### config.mk
export PLATFORM = sky130hd
export DESIGN_NAME = websocket_frame_parser
export DESIGN_NICKNAME = d
export VERILOG_FILES = /design/src/sv/wsfp_pkg.sv /design/src/sv/wsfp_inq.sv /design/src/sv/wsfp_outq.sv /design/src/sv/wsfp_parse.sv /design/src/sv/websocket_frame_parser.sv
export SDC_FILE = /design/constraint.sdc
export NUM_CORES = 2
export LEC_CHECK = 0
export ABC_AREA = 0
export BUFFER_PORTS_ARGS = -buffer_cell sky130_fd_sc_hd__buf_2
export CAP_MARGIN = 20
export CORE_MARGIN = 2
export CORE_UTILIZATION = 53
export DETAILED_ROUTE_END_ITERATION = 10
export PLACE_DENSITY = 0.7
export SLEW_MARGIN = 20
export SYNTH_ARGS = -nofsm -noshare
export SYNTH_HDL_FRONTEND = slang
export SYNTH_SLANG_ARGS = --single-unit
export TNS_END_PERCENT = 5
### constraint.sdc
create_clock -name clk -period 6.9 [get_ports clk]
set_clock_uncertainty 0.05 [all_clocks]
set_input_delay 0.69 -clock clk [delete_from_list [all_inputs] [get_ports clk]]
set_output_delay 0.69 -clock clk [all_outputs]
set_load 0.005 [all_outputs]
### src/sv/wsfp_pkg.sv
// shared types and constants for the websocket frame parser
package wsfp_pkg;

    typedef enum logic [2:0] {
        PH_FIRST,
        PH_LEN,
        PH_EXT,
        PH_KEY,
        PH_PAY
    } phase_t;

    localparam logic [2:0] EV_HDR_BYTE  = 3'd0;
    localparam logic [2:0] EV_HDR_DONE  = 3'd1;
    localparam logic [2:0] EV_TEXT      = 3'd2;
    localparam logic [2:0] EV_CLOSE     = 3'd3;
    localparam logic [2:0] EV_REASON    = 3'd4;
    localparam logic [2:0] EV_OTHER     = 3'd5;
    localparam logic [2:0] EV_BAD_LEN   = 3'd6;
    localparam logic [2:0] EV_IGNORED   = 3'd7;

    localparam logic [3:0]  OP_TEXT     = 4'h1;
    localparam logic [3:0]  OP_CLOSE    = 4'h8;
    localparam logic [6:0]  LEN7_EXT16  = 7'd126;
    localparam logic [30:0] LEN_LIMIT   = 31'h7fffffff;
    localparam logic [7:0]  CTRL_LIMIT  = 8'h20;
    localparam logic [7:0]  CHAR_DOT    = 8'h2e;
    localparam logic [7:0]  CHAR_TAB    = 8'h09;
    localparam logic [7:0]  CHAR_LF     = 8'h0a;
    localparam logic [7:0]  CHAR_CR     = 8'h0d;
    localparam logic [10:0] LIMIT_RESET = 11'd4;

    typedef struct packed {
        logic       direction;
        logic [7:0] data_byte;
    } item_t;

    typedef struct packed {
        logic [2:0]  event_res;
        logic        dir_out;
        logic [3:0]  opcode;
        logic        fin;
        logic        masked;
        logic [30:0] payload_length;
        logic [7:0]  out_byte;
        logic [15:0] close_code;
        logic [31:0] frame_count;
        logic [31:0] masked_count;
        logic [30:0] payload_total;
        logic        frame_end;
    } result_t;

endpackage

### src/sv/wsfp_inq.sv
// front: two-entry input queue that takes stream bytes
module wsfp_inq (
    input  logic           clk,
    input  logic           rst_n,
    input  logic           push,
    output logic           full,
    input  wsfp_pkg::item_t item_in,
    output logic           item_valid,
    input  logic           item_take,
    output wsfp_pkg::item_t item_out
);
    import wsfp_pkg::*;

    logic [1:0] cnt_reg, cnt_next;
    logic       wr_ptr_reg, wr_ptr_next;
    logic       rd_ptr_reg, rd_ptr_next;
    item_t      mem_reg [2];
    logic       wr, rd;

    assign full       = (cnt_reg == 2'd2);
    assign item_valid = (cnt_reg != 2'd0);
    assign item_out   = mem_reg[rd_ptr_reg];
    assign wr         = push && !full;
    assign rd         = item_take && item_valid;

    always_comb
    begin
        cnt_next    = cnt_reg + {1'b0, wr} - {1'b0, rd};
        wr_ptr_next = wr_ptr_reg ^ wr;
        rd_ptr_next = rd_ptr_reg ^ rd;
    end

    always_ff @(posedge clk or negedge rst_n)
    begin
        if (!rst_n)
        begin
            cnt_reg    <= 2'd0;
            wr_ptr_reg <= 1'b0;
            rd_ptr_reg <= 1'b0;
        end
        else
        begin
            cnt_reg    <= cnt_next;
            wr_ptr_reg <= wr_ptr_next;
            rd_ptr_reg <= rd_ptr_next;
        end
    end

    always_ff @(posedge clk)
    begin
        if (wr)
            mem_reg[wr_ptr_reg] <= item_in;
    end

endmodule

### src/sv/wsfp_outq.sv
// two-entry result queue facing the consumer
module wsfp_outq (
    input  logic             clk,
    input  logic             rst_n,
    input  logic             res_write,
    input  wsfp_pkg::result_t res_in,
    output logic             res_full,
    output logic             empty,
    input  logic             pop,
    output wsfp_pkg::result_t res_out
);
    import wsfp_pkg::*;

    logic [1:0] cnt_reg, cnt_next;
    logic       wr_ptr_reg, wr_ptr_next;
    logic       rd_ptr_reg, rd_ptr_next;
    result_t    mem_reg [2];
    logic       wr, rd;

    assign res_full = (cnt_reg == 2'd2);
    assign empty    = (cnt_reg == 2'd0);
    assign res_out  = mem_reg[rd_ptr_reg];
    assign wr       = res_write && !res_full;
    assign rd       = pop && !empty;

    always_comb
    begin
        cnt_next    = cnt_reg + {1'b0, wr} - {1'b0, rd};
        wr_ptr_next = wr_ptr_reg ^ wr;
        rd_ptr_next = rd_ptr_reg ^ rd;
    end

    always_ff @(posedge clk or negedge rst_n)
    begin
        if (!rst_n)
        begin
            cnt_reg    <= 2'd0;
            wr_ptr_reg <= 1'b0;
            rd_ptr_reg <= 1'b0;
        end
        else
        begin
            cnt_reg    <= cnt_next;
            wr_ptr_reg <= wr_ptr_next;
            rd_ptr_reg <= rd_ptr_next;
        end
    end

    always_ff @(posedge clk)
    begin
        if (wr)
            mem_reg[wr_ptr_reg] <= res_in;
    end

endmodule

### src/sv/wsfp_parse.sv
// back: per-direction frame parse state, counters and result build
module wsfp_parse #(
    parameter int SAMPLE_MAX = 256,
    parameter int REASON_MAX = 123
) (
    input  logic             clk,
    input  logic             rst_n,
    input  logic             sample_limit_we,
    input  logic [10:0]      sample_limit_wdata,
    input  logic             item_valid,
    input  wsfp_pkg::item_t  item,
    output logic             item_take,
    input  logic             res_full,
    output logic             res_write,
    output wsfp_pkg::result_t res
);
    import wsfp_pkg::*;

    // per-direction state
    phase_t      phase_reg  [2];
    logic [3:0]  hidx_reg   [2];
    logic [63:0] flen_reg   [2];
    logic [31:0] key_reg    [2];
    logic [30:0] off_reg    [2];
    logic [3:0]  fop_reg    [2];
    logic [3:0]  lop_reg    [2];
    logic        fin_reg    [2];
    logic        msk_reg    [2];
    logic        samp_reg   [2];
    logic [7:0]  chi_reg    [2];
    // shared state
    logic [31:0] frames_reg, frames_next;
    logic [31:0] mcnt_reg, mcnt_next;
    logic [30:0] total_reg, total_next;
    logic [10:0] samples_reg, samples_next;
    logic [10:0] limit_reg;
    logic        halted_reg, halted_next;

    phase_t      phase_next;
    logic [3:0]  hidx_next, fop_next, lop_next, eff_op;
    logic [63:0] flen_next;
    logic [31:0] key_next, off_inc, total_sum;
    logic [30:0] off_next, off_cur;
    logic        fin_next, msk_next, samp_next;
    logic [7:0]  chi_next, b, keyb, c;
    logic        d, fire, do_after_len, do_finish;
    logic [2:0]  ev;
    logic [15:0] code;
    logic        fend;
    logic [7:0]  obyte;

    assign d         = item.direction;
    assign b         = item.data_byte;
    assign fire      = item_valid && !res_full;
    assign item_take = fire;
    assign res_write = fire;

    always_comb
    begin
        phase_next   = phase_reg[d];
        hidx_next    = hidx_reg[d];
        flen_next    = flen_reg[d];
        key_next     = key_reg[d];
        off_next     = off_reg[d];
        fop_next     = fop_reg[d];
        lop_next     = lop_reg[d];
        fin_next     = fin_reg[d];
        msk_next     = msk_reg[d];
        samp_next    = samp_reg[d];
        chi_next     = chi_reg[d];
        frames_next  = frames_reg;
        mcnt_next    = mcnt_reg;
        total_next   = total_reg;
        samples_next = samples_reg;
        halted_next  = halted_reg;
        do_after_len = 1'b0;
        do_finish    = 1'b0;
        ev           = EV_HDR_BYTE;
        code         = 16'd0;
        fend         = 1'b0;
        obyte        = 8'd0;
        off_cur      = off_reg[d];
        keyb         = 8'd0;
        c            = 8'd0;
        off_inc      = 32'd0;
        total_sum    = 32'd0;

        unique case (phase_reg[d])
            PH_FIRST:
            begin
                fin_next   = b[7];
                msk_next   = 1'b0;
                fop_next   = b[3:0];
                flen_next  = 64'd0;
                key_next   = 32'd0;
                off_next   = 31'd0;
                samp_next  = 1'b0;
                phase_next = PH_LEN;
            end
            PH_LEN:
            begin
                if (b[7])
                    msk_next = 1'b1;
                if (b[6:0] < LEN7_EXT16)
                begin
                    flen_next    = {57'd0, b[6:0]};
                    do_after_len = 1'b1;
                end
                else
                begin
                    phase_next = PH_EXT;
                    hidx_next  = (b[6:0] == LEN7_EXT16) ? 4'd2 : 4'd8;
                end
            end
            PH_EXT:
            begin
                flen_next = {flen_reg[d][55:0], b};
                hidx_next = hidx_reg[d] - 4'd1;
                if (hidx_next == 4'd0)
                    do_after_len = 1'b1;
            end
            PH_KEY:
            begin
                key_next  = {key_reg[d][23:0], b};
                hidx_next = hidx_reg[d] - 4'd1;
                if (hidx_next == 4'd0)
                    do_finish = 1'b1;
            end
            default:
            begin
                // payload byte: unmask, then classify by frame kind and offset
                case (off_cur[1:0])
                    2'd0:    keyb = key_reg[d][31:24];
                    2'd1:    keyb = key_reg[d][23:16];
                    2'd2:    keyb = key_reg[d][15:8];
                    default: keyb = key_reg[d][7:0];
                endcase
                c  = b ^ (msk_reg[d] ? keyb : 8'd0);
                ev = EV_OTHER;
                if (samp_reg[d] && (off_cur < 31'(SAMPLE_MAX)))
                begin
                    ev = EV_TEXT;
                    if (c < CTRL_LIMIT && c != CHAR_TAB && c != CHAR_LF && c != CHAR_CR)
                        c = CHAR_DOT;
                end
                else if (fop_reg[d] == OP_CLOSE && (|flen_reg[d][63:1]))
                begin
                    if (off_cur == 31'd0)
                        chi_next = c;
                    else if (off_cur == 31'd1)
                    begin
                        ev   = EV_CLOSE;
                        code = {chi_reg[d], c};
                    end
                    else if (off_cur < 31'(REASON_MAX + 2))
                    begin
                        ev = EV_REASON;
                        if (c < CTRL_LIMIT && c != CHAR_TAB)
                            c = CHAR_DOT;
                    end
                end
                obyte    = c;
                off_inc  = {1'b0, off_cur} + 32'd1;
                off_next = off_inc[30:0];
                if (off_inc >= flen_reg[d][31:0])
                begin
                    fend       = 1'b1;
                    phase_next = PH_FIRST;
                    hidx_next  = 4'd0;
                end
            end
        endcase

        if (do_after_len && msk_next)
        begin
            phase_next = PH_KEY;
            hidx_next  = 4'd4;
        end
        else if (do_after_len)
            do_finish = 1'b1;

        eff_op = (fop_next != 4'd0) ? fop_next : lop_next;

        if (do_finish)
        begin
            if (|flen_next[63:31])
            begin
                halted_next = 1'b1;
                ev          = EV_BAD_LEN;
            end
            else
            begin
                if (fop_next != 4'd0)
                    lop_next = fop_next;
                frames_next = frames_reg + 32'd1;
                if (msk_next)
                    mcnt_next = mcnt_reg + 32'd1;
                total_sum  = {1'b0, total_reg} + {1'b0, flen_next[30:0]};
                total_next = total_sum[31] ? LEN_LIMIT : total_sum[30:0];
                off_next   = 31'd0;
                samp_next  = 1'b0;
                if (eff_op == OP_TEXT && (|flen_next[30:0]) && samples_reg < limit_reg)
                begin
                    samp_next    = 1'b1;
                    samples_next = samples_reg + 11'd1;
                end
                hidx_next = 4'd0;
                ev        = EV_HDR_DONE;
                if (flen_next[30:0] == 31'd0)
                begin
                    phase_next = PH_FIRST;
                    fend       = 1'b1;
                end
                else
                    phase_next = PH_PAY;
            end
        end

        res.event_res      = ev;
        res.dir_out        = d;
        res.opcode         = eff_op;
        res.fin            = fin_next;
        res.masked         = msk_next;
        res.payload_length = (|flen_next[63:31]) ? LEN_LIMIT : flen_next[30:0];
        res.out_byte       = obyte;
        res.close_code     = code;
        res.frame_count    = frames_next;
        res.masked_count   = mcnt_next;
        res.payload_total  = total_next;
        res.frame_end      = fend;

        if (halted_reg)
        begin
            halted_next  = 1'b1;
            frames_next  = frames_reg;
            mcnt_next    = mcnt_reg;
            total_next   = total_reg;
            samples_next = samples_reg;
            res          = '0;
            res.event_res     = EV_IGNORED;
            res.dir_out       = d;
            res.frame_count   = frames_reg;
            res.masked_count  = mcnt_reg;
            res.payload_total = total_reg;
        end
    end

    always_ff @(posedge clk or negedge rst_n)
    begin
        if (!rst_n)
        begin
            for (int i = 0; i < 2; i++)
            begin
                phase_reg[i] <= PH_FIRST;
                hidx_reg[i]  <= 4'd0;
                flen_reg[i]  <= 64'd0;
                key_reg[i]   <= 32'd0;
                off_reg[i]   <= 31'd0;
                fop_reg[i]   <= 4'd0;
                lop_reg[i]   <= 4'd0;
                fin_reg[i]   <= 1'b0;
                msk_reg[i]   <= 1'b0;
                samp_reg[i]  <= 1'b0;
                chi_reg[i]   <= 8'd0;
            end
            frames_reg  <= 32'd0;
            mcnt_reg    <= 32'd0;
            total_reg   <= 31'd0;
            samples_reg <= 11'd0;
            halted_reg  <= 1'b0;
            limit_reg   <= LIMIT_RESET;
        end
        else
        begin
            if (sample_limit_we)
                limit_reg <= sample_limit_wdata;
            if (fire)
            begin
                if (!halted_reg)
                begin
                    phase_reg[d] <= phase_next;
                    hidx_reg[d]  <= hidx_next;
                    flen_reg[d]  <= flen_next;
                    key_reg[d]   <= key_next;
                    off_reg[d]   <= off_next;
                    fop_reg[d]   <= fop_next;
                    lop_reg[d]   <= lop_next;
                    fin_reg[d]   <= fin_next;
                    msk_reg[d]   <= msk_next;
                    samp_reg[d]  <= samp_next;
                    chi_reg[d]   <= chi_next;
                end
                frames_reg  <= frames_next;
                mcnt_reg    <= mcnt_next;
                total_reg   <= total_next;
                samples_reg <= samples_next;
                halted_reg  <= halted_next;
            end
        end
    end

`ifndef SYNTHESIS
    a_halt_sticks: assert property (@(posedge clk) disable iff (!rst_n)
        halted_reg |=> halted_reg)
        else $error("halt flag cleared without reset");

    a_halt_ignores: assert property (@(posedge clk) disable iff (!rst_n)
        fire && halted_reg |-> res.event_res == EV_IGNORED)
        else $error("byte processed while halted");

    a_bad_len_halts: assert property (@(posedge clk) disable iff (!rst_n)
        fire && res.event_res == EV_BAD_LEN |=> halted_reg)
        else $error("bad length did not halt parser");

    a_end_resets_phase: assert property (@(posedge clk) disable iff (!rst_n)
        fire && !halted_reg && res.frame_end |=> phase_reg[$past(d)] == PH_FIRST)
        else $error("frame end left parser mid-frame");
`endif

endmodule

### src/sv/websocket_frame_parser.sv
// top level of the websocket frame parser
// Parses a byte stream of websocket frames, one byte per transfer, with
// independent parse state for each of two directions. Every accepted byte
// yields exactly one result: a header event, a payload event (text sample,
// close code, close reason, other payload), a bad-length event or, after a bad
// length, an ignored event until reset. Throughput is one byte per clock
// while neither queue stalls: a two-entry input queue feeds a parse stage
// that writes a two-entry result queue, so input and output stall
// independently. Each byte is registered in the input queue and its result
// in the result queue. sample_limit is written through sample_limit_we/wdata
// and caps how many text frames are sampled; it resets to 4.
module websocket_frame_parser #(
    parameter int SAMPLE_MAX = 256,
    parameter int REASON_MAX = 123
) (
    input  logic        clk,
    input  logic        rst_n,
    // configuration
    input  logic        sample_limit_we,
    input  logic [10:0] sample_limit_wdata,
    // input queue side
    input  logic        push,
    output logic        full,
    input  logic        direction,
    input  logic [7:0]  data_byte,
    // result queue side
    output logic        empty,
    input  logic        pop,
    output logic [2:0]  event_res,
    output logic        dir_out,
    output logic [3:0]  opcode,
    output logic        fin,
    output logic        masked,
    output logic [30:0] payload_length,
    output logic [7:0]  out_byte,
    output logic [15:0] close_code,
    output logic [31:0] frame_count,
    output logic [31:0] masked_count,
    output logic [30:0] payload_total,
    output logic        frame_end
);
    import wsfp_pkg::*;

    item_t   item_in, item_q;
    logic    item_valid, item_take;
    logic    res_write, res_full;
    result_t res_new, res_head;

    assign item_in.direction = direction;
    assign item_in.data_byte = data_byte;

    // front: buffer incoming bytes
    wsfp_inq u_inq (
        .clk        (clk),
        .rst_n      (rst_n),
        .push       (push),
        .full       (full),
        .item_in    (item_in),
        .item_valid (item_valid),
        .item_take  (item_take),
        .item_out   (item_q)
    );

    // back: parse one byte per cycle whenever a byte is queued and the result queue has room
    wsfp_parse #(
        .SAMPLE_MAX (SAMPLE_MAX),
        .REASON_MAX (REASON_MAX)
    ) u_parse (
        .clk                (clk),
        .rst_n              (rst_n),
        .sample_limit_we    (sample_limit_we),
        .sample_limit_wdata (sample_limit_wdata),
        .item_valid         (item_valid),
        .item               (item_q),
        .item_take          (item_take),
        .res_full           (res_full),
        .res_write          (res_write),
        .res                (res_new)
    );

    // results wait here until popped
    wsfp_outq u_outq (
        .clk       (clk),
        .rst_n     (rst_n),
        .res_write (res_write),
        .res_in    (res_new),
        .res_full  (res_full),
        .empty     (empty),
        .pop       (pop),
        .res_out   (res_head)
    );

    assign event_res      = res_head.event_res;
    assign dir_out        = res_head.dir_out;
    assign opcode         = res_head.opcode;
    assign fin            = res_head.fin;
    assign masked         = res_head.masked;
    assign payload_length = res_head.payload_length;
    assign out_byte       = res_head.out_byte;
    assign close_code     = res_head.close_code;
    assign frame_count    = res_head.frame_count;
    assign masked_count   = res_head.masked_count;
    assign payload_total  = res_head.payload_total;
    assign frame_end      = res_head.frame_end;

endmodule

* Word-level counts from Yosys, hierarchy flattened
Memories as Yosys holds them, arrays and structs flattened.
Cells that the tools add are included.
** Word-level totals
- Flip-flop bits (word level) :: 432
- Memory bits (writable) :: 340
- Word-level logic and storage cells :: 254
- Memories :: 2
** Memories
- u_outq.mem_reg :: words 2, bits a word 161, rd ports 1, clocked after memory_dff 0, wr ports 1, line wsfp_outq.sv:17 : result_t mem_reg [2];
- u_inq.mem_reg :: words 2, bits a word 9, rd ports 1, clocked after memory_dff 0, wr ports 1, line wsfp_inq.sv:17 : item_t mem_reg [2];
** Operators by class
- Add/sub/neg operators :: 10
- Magnitude comparators :: 8
- Equal/unequal tests :: 14
- Multiplexer cells :: 145
- Bitwise gates (word level) :: 8
- Reduce and logical (&&, ||, !) cells :: 33
** Operator list (number)
- $mux 64 :: 5
- $mux 31 :: 10
- $mux 32 :: 9
- $pmux 64 s3 :: 1
- $mux 161 :: 1
- $mux 8 :: 18
- $bwmux 128 :: 1
- $mux 16 :: 5
- $mux 4 :: 20
- $add 32x1->32 const B :: 2
- $bwmux 64 :: 1
- $demux 64 s1 :: 1
- $pmux 32 s2 :: 1
- $reduce_or 63->1 :: 1
- $bwmux 62 :: 1
- $logic_not 31->1 :: 2
- $pmux 31 s2 :: 1
- $mux 3 :: 17
- $mux 1 :: 34
- $reduce_or 33->1 :: 1
- $add 31x1->32 const B :: 1
- $add 31x31->32 :: 1
- $demux 32 s1 :: 1
- $ge 32x32->1 :: 1
- 50 further kinds :: 82

* Logic depth before layout (Yosys ltp)
An unclocked memory read counts as a cell.
- Depth after elaboration :: 20
- Gate-level depth with buffers :: 27

* Modules after synthesis
From an unflattened synthesis, not the netlist that was laid out.
** Unflattened totals
- Cells, all modules :: 3524
- Area total of the unflattened synthesis :: 39505.4 um^2
** By module, submodules not included
- wsfp_parse :: instances 1, cells each 2955, area each 26441.6 um^2
- wsfp_outq :: instances 1, cells each 521, area each 12154.2 um^2
- wsfp_inq :: instances 1, cells each 48, area each 909.6 um^2

* Worst setup path after synthesis
OpenSTA, ideal clock, no wires.
- Kind :: register to register
- From :: reg u_inq.rd_ptr_reg
- To :: mem u_outq.mem_reg[0][30] (netlist name) (data pin)
- Setup time :: 261 ps
- Data arrival time :: 5353 ps
- Required time :: 6589 ps
- Slack :: 1236 ps
- Cell stages (with the launch flop) :: 25
- Buffers on the path :: 9
- Period minus slack after synthesis :: 5664 ps
- Cells stage by stage :: dfrtp_1 -> buf_4 -> mux2i_4 -> inv_4 -> buf_6 -> buf_4 -> buf_2 -> buf_2 -> buf_2 -> buf_2 -> buf_2 -> mux2i_1 -> o22a_1 -> inv_1 -> ha_1 -> clkbuf_1 -> nand4_1 -> a211oi_1 -> a211o_1 -> or3_1 -> o211ai_1 -> a211oi_1 -> or4b_2 -> o211a_1 -> o22a_1
** RTL lines
- start, declared :: line wsfp_inq.sv:16 : logic rd_ptr_reg, rd_ptr_next;
- start signal, assigned :: line wsfp_inq.sv:45 : rd_ptr_reg <= rd_ptr_next;
- end, declared :: line wsfp_outq.sv:17

* Worst setup path in the final report
- From :: reg u_inq.rd_ptr_reg
- To :: reg u_parse.phase_reg[5] (netlist name)
** On the way
- Word-level cells in the longest chain between the ends :: 14
- Elaborated cells on any way between the ends :: 53
- Classes of those cells :: add/sub (2); order compare (4); eq/ne (3); mux (35); bitwise (1); reduce/logical (7); memory (1)
** RTL lines
- $mem_v2 2x9 *
- parallel branches: the longest is 12 deep, another holds $add 31x1->32
- $bwmux 6 * :: line wsfp_parse.sv:281 : phase_reg[d] <= phase_next;
- end signal, assigned by index :: line wsfp_parse.sv:281
- end, declared :: line wsfp_parse.sv:20 : phase_t phase_reg [2];
Mark *: on every way between the ends. The select of a mux whose other input is x is not followed.
A chain may end at the register's enable or synchronous reset.

==> flow_metrics.py <==
metrics = {
    "finish": {
        "n_fill_cell": 6008,
        "drive_above_1_share_pct": 16.4,
        "largest_register_ffs": 322,
        "final_nets": 3847,
        "area_growth_syn_to_layout_pct": 12.0,
    },
    "critical_path": {
        "ff2ff_setup_slack_ns": 0.78,
        "worst-path-max-fanout": 59,
        "rr_worst_depth": 21,
        "rr_endpoint": "u_parse.phase_reg[5]$_DFFE_PN0P_",
        "cp.required_ns": 7.38,
        "cp-start-kind": "flip-flop",
        "rr_startpoint": "u_inq.rd_ptr_reg$_DFF_PN0_",
        "crit_type": "reg2reg",
        "arrival_ns": 6.61,
        "crit_start": "u_inq.rd_ptr_reg$_DFF_PN0_",
        "end_kind": "flip-flop",
    },
    "routing": {
        "drt_pass1_iterations": 5,
        "ant_nets": 0,
        "drc": 0,
        "wirelength_um": 97200,
        "vias_per_cell": 5.89,
        "routed-via-count": 28019,
        "drt-initial-drc-count": 2605,
        "routedWlPerCell_um": 20.4,
    },
    "power_and_ir_drop": {
        "p_leak_nw": 18.6,
        "p_int_mw": 12.8,
        "p_comb_share_pct": 43.8,
        "peakVddDrop_v": 0.000373,
        "pwr-share-clk_pct": 21.1,
        "switching_share_pct": 40.7,
        "power_density_nw_per_um2": 498,
        "power.switching_mw": 8.78,
        "seqPwrFrac_pct": 35.1,
    },
    "timing": {
        "slew_violations": 0,
        "holdWs_ns": 0.0770,
        "final_hold_viol_count": 0,
        "worst_slew_pin_slew_ns": 1.04,
        "fmax_mhz": 163,
        "setup_viol": 0,
        "min_period_ns": 6.12,
        "fin_crit_sh_pct": 88.7,
        "fin_tns_setup_ns": 0,
        "rsz0062_at_grt": "no",
        "timing.slew.headroom_pct": 30.9,
    },
    "clock_tree": {
        "clk_pin_slew_worst_paths_ns": 0.07,
        "root_buffer": "clkbuf_16",
        "post-cts-setup-buffers": 0,
        "cts_tree": "built",
        "cts_made_buffers": 82,
        "ctsResizeCount": 0,
        "cts.sinks": 772,
        "clk_latency_ns": 0.65,
        "cts_hold_buf": 0,
        "cts_max_level": 3,
        "clockBufferDepth": 3,
    },
    "grt": {
        "grtUsageMet1_pct": 35.8,
        "antenna_found_initial": 0,
        "use_met3_pct": 4.01,
        "grt_max_degree": 167,
        "grt_pass1_wl_um": 154000,
        "grtUsageTotal_pct": 25.9,
        "overflow": 0,
        "use_met2_pct": 41.5,
        "top_usage_layer": "met2",
        "grt_pass1_vias": 27254,
    },
    "floorplan": {
        "core_area_um2": 72600,
        "io_pins": 188,
        "dieArea_um2": 75200,
        "die_h_um": 274,
        "start_util_pct": 53.3,
        "die_width_um": 274,
        "num_rows": 99,
    },
    "placement": {
        "io_buffers": 187,
        "place_congestion": 0.943,
        "dp_hpwl_um": 65200,
    },
    "logic_synthesis": {
        "yosysWarnings": 0,
        "synth_top_area_share_pct": 27.9,
        "synth_ff_type": "dfrtp_1",
        "synth_edf_count": 340,
        "syn_nets": 3730,
        "syn_area_um2": 38700,
        "ys_async_sr_fraction_pct": 56.0,
        "synth_top_cell_by_area": "dfrtp_1",
        "ys_ff_latch": 772,
        "ys_types": 81,
        "synth_most_common_cell": "nand2_1",
        "yosys-top-cells-area": "dfrtp_1 (28%), edfxtp_1 (26%), mux2_2 (6.8%), nand2_1 (5.7%), o21ai_0 (4.2%)",
        "synth_seq_area_share_pct": 54.3,
        "postSynthAreaPerCell_um2": 10.7,
        "synthCells": 3613,
        "yosys-top-cells-count": "nand2_1 (591), dfrtp_1 (431), edfxtp_1 (340)",
    },
    "outcome": {
        "outcome": "finished, final reports clean",
    },
    "job": {
        "cap_violations": 0,
    },
    "hold_path": {
        "hold_class": "in2async",
    },
}
==> cell families (layout without fill, tap and decap cells) <==
kind of cell	Yosys count	count (layout)	share of synthesized area [%]
simple gates	1168	1168	13.6
xor+xnor	198	198	4.48
fa+ha+maj	93	93	3.02
compound gates	747	747	11.7
other cells	0	1	0
mux	355	355	9.99
flops	772	772	54.3
buf+inv	280	463	2.89
==> power groups by stage <==
stage          Sequential, mW  Clock [mW]  Combinational (mW)
6_report                 7.58        4.54                9.45
5_1_grt                  7.74        4.80                10.3
4_1_cts                  7.56        4.62                9.42
3_5_place_dp             7.63           0                9.38
3_3_place_gp             7.57           0                9.29
2_1_floorplan            7.45           0                6.25
==> how the worst max path moves through the flow <==
stage	to	slack (ns)	depth (start not counted)
6_report	u_parse.phase_reg[5]$_DFFE_PN0P_	0.78	21
5_1_grt	u_parse.phase_reg[5]$_DFFE_PN0P_	0.42	21
4_1_cts	u_parse.phase_reg[5]$_DFFE_PN0P_	0.92	21
3_5_place_dp	u_parse.phase_reg[5]$_DFFE_PN0P_	0.91	21
3_3_place_gp	u_parse.phase_reg[5]$_DFFE_PN0P_	1.03	21
2_1_floorplan	u_outq.mem_reg[0][30]$_DFFE_PP_	1.24	24
==> per-stage QoR <==
step	util [%]	power, mW	area (um2)	std cells	worst slack (ns)
floorplan	-	13.7	38700	3613	1.24
global placement	55.8	16.9	40500	4605	1.03
detailed placement	55.8	17.0	40500	4605	0.911
CTS	59.7	21.6	43300	4755	0.924
global route	59.7	22.9	43300	4755	0.423
finish	59.7	21.6	43300	4756	0.777
==> routing by layer <==
layer	wire length, um	up-vias	part of all wire [%]
met1	42700	13751	44
met5	0	-	0
li1	-	13239	-
met2	45800	849	47
met3	5550	180	5.7
met4	3140	0	3.2
==> critical path: stages, from the launching register on <==
cell and delay (ns):
dfrtp_1 0.35, buf_4 0.21, mux2i_4 0.24, inv_8 0.31, buf_12 0.40, buf_4 0.57, mux2_2 0.29, nand3_1 0.10
nor4_2 0.34, nand2_1 0.13, or4_1 0.44, xor2_1 0.18, ha_1 0.34, nand3_1 0.12, nor4_1 0.51, nand2_1 0.13
nand3_1 0.10, or3_1 0.13, a31oi_1 0.10, o21ai_0 0.42, o21ai_0 0.18, mux2_2 0.31
==> cells in the final DEF (no fill, tap or decap), types with 82 or more instances in the layout <==
master,synthesis,layout
mux2_2,232,232
mux2i_1,120,119
o21ai_0,326,326
buf_2,24,186
ha_1,91,89
nand2_1,591,589
nor2_1,222,217
edfxtp_1,340,340
dfrtp_1,431,430
a21oi_1,157,157
inv_1,82,82
xnor2_1,118,118
clkbuf_16,0,85
==> area by class of cell <==
cell class	instances	area, um2	area share, %
Clock buffer	105	2250	5.20
Antenna cell	1	2.50	0.00578
Timing Repair Buffer	230	1370	3.16
Clock inverter	45	522	1.20
Inverter	83	319	0.737
Multi-Input combinational cell	2561	16600	38.4
Sequential cell	772	21000	48.5
Tap cell	959	1200	2.77
No activity file was read; power rests on OpenSTA's default activity.
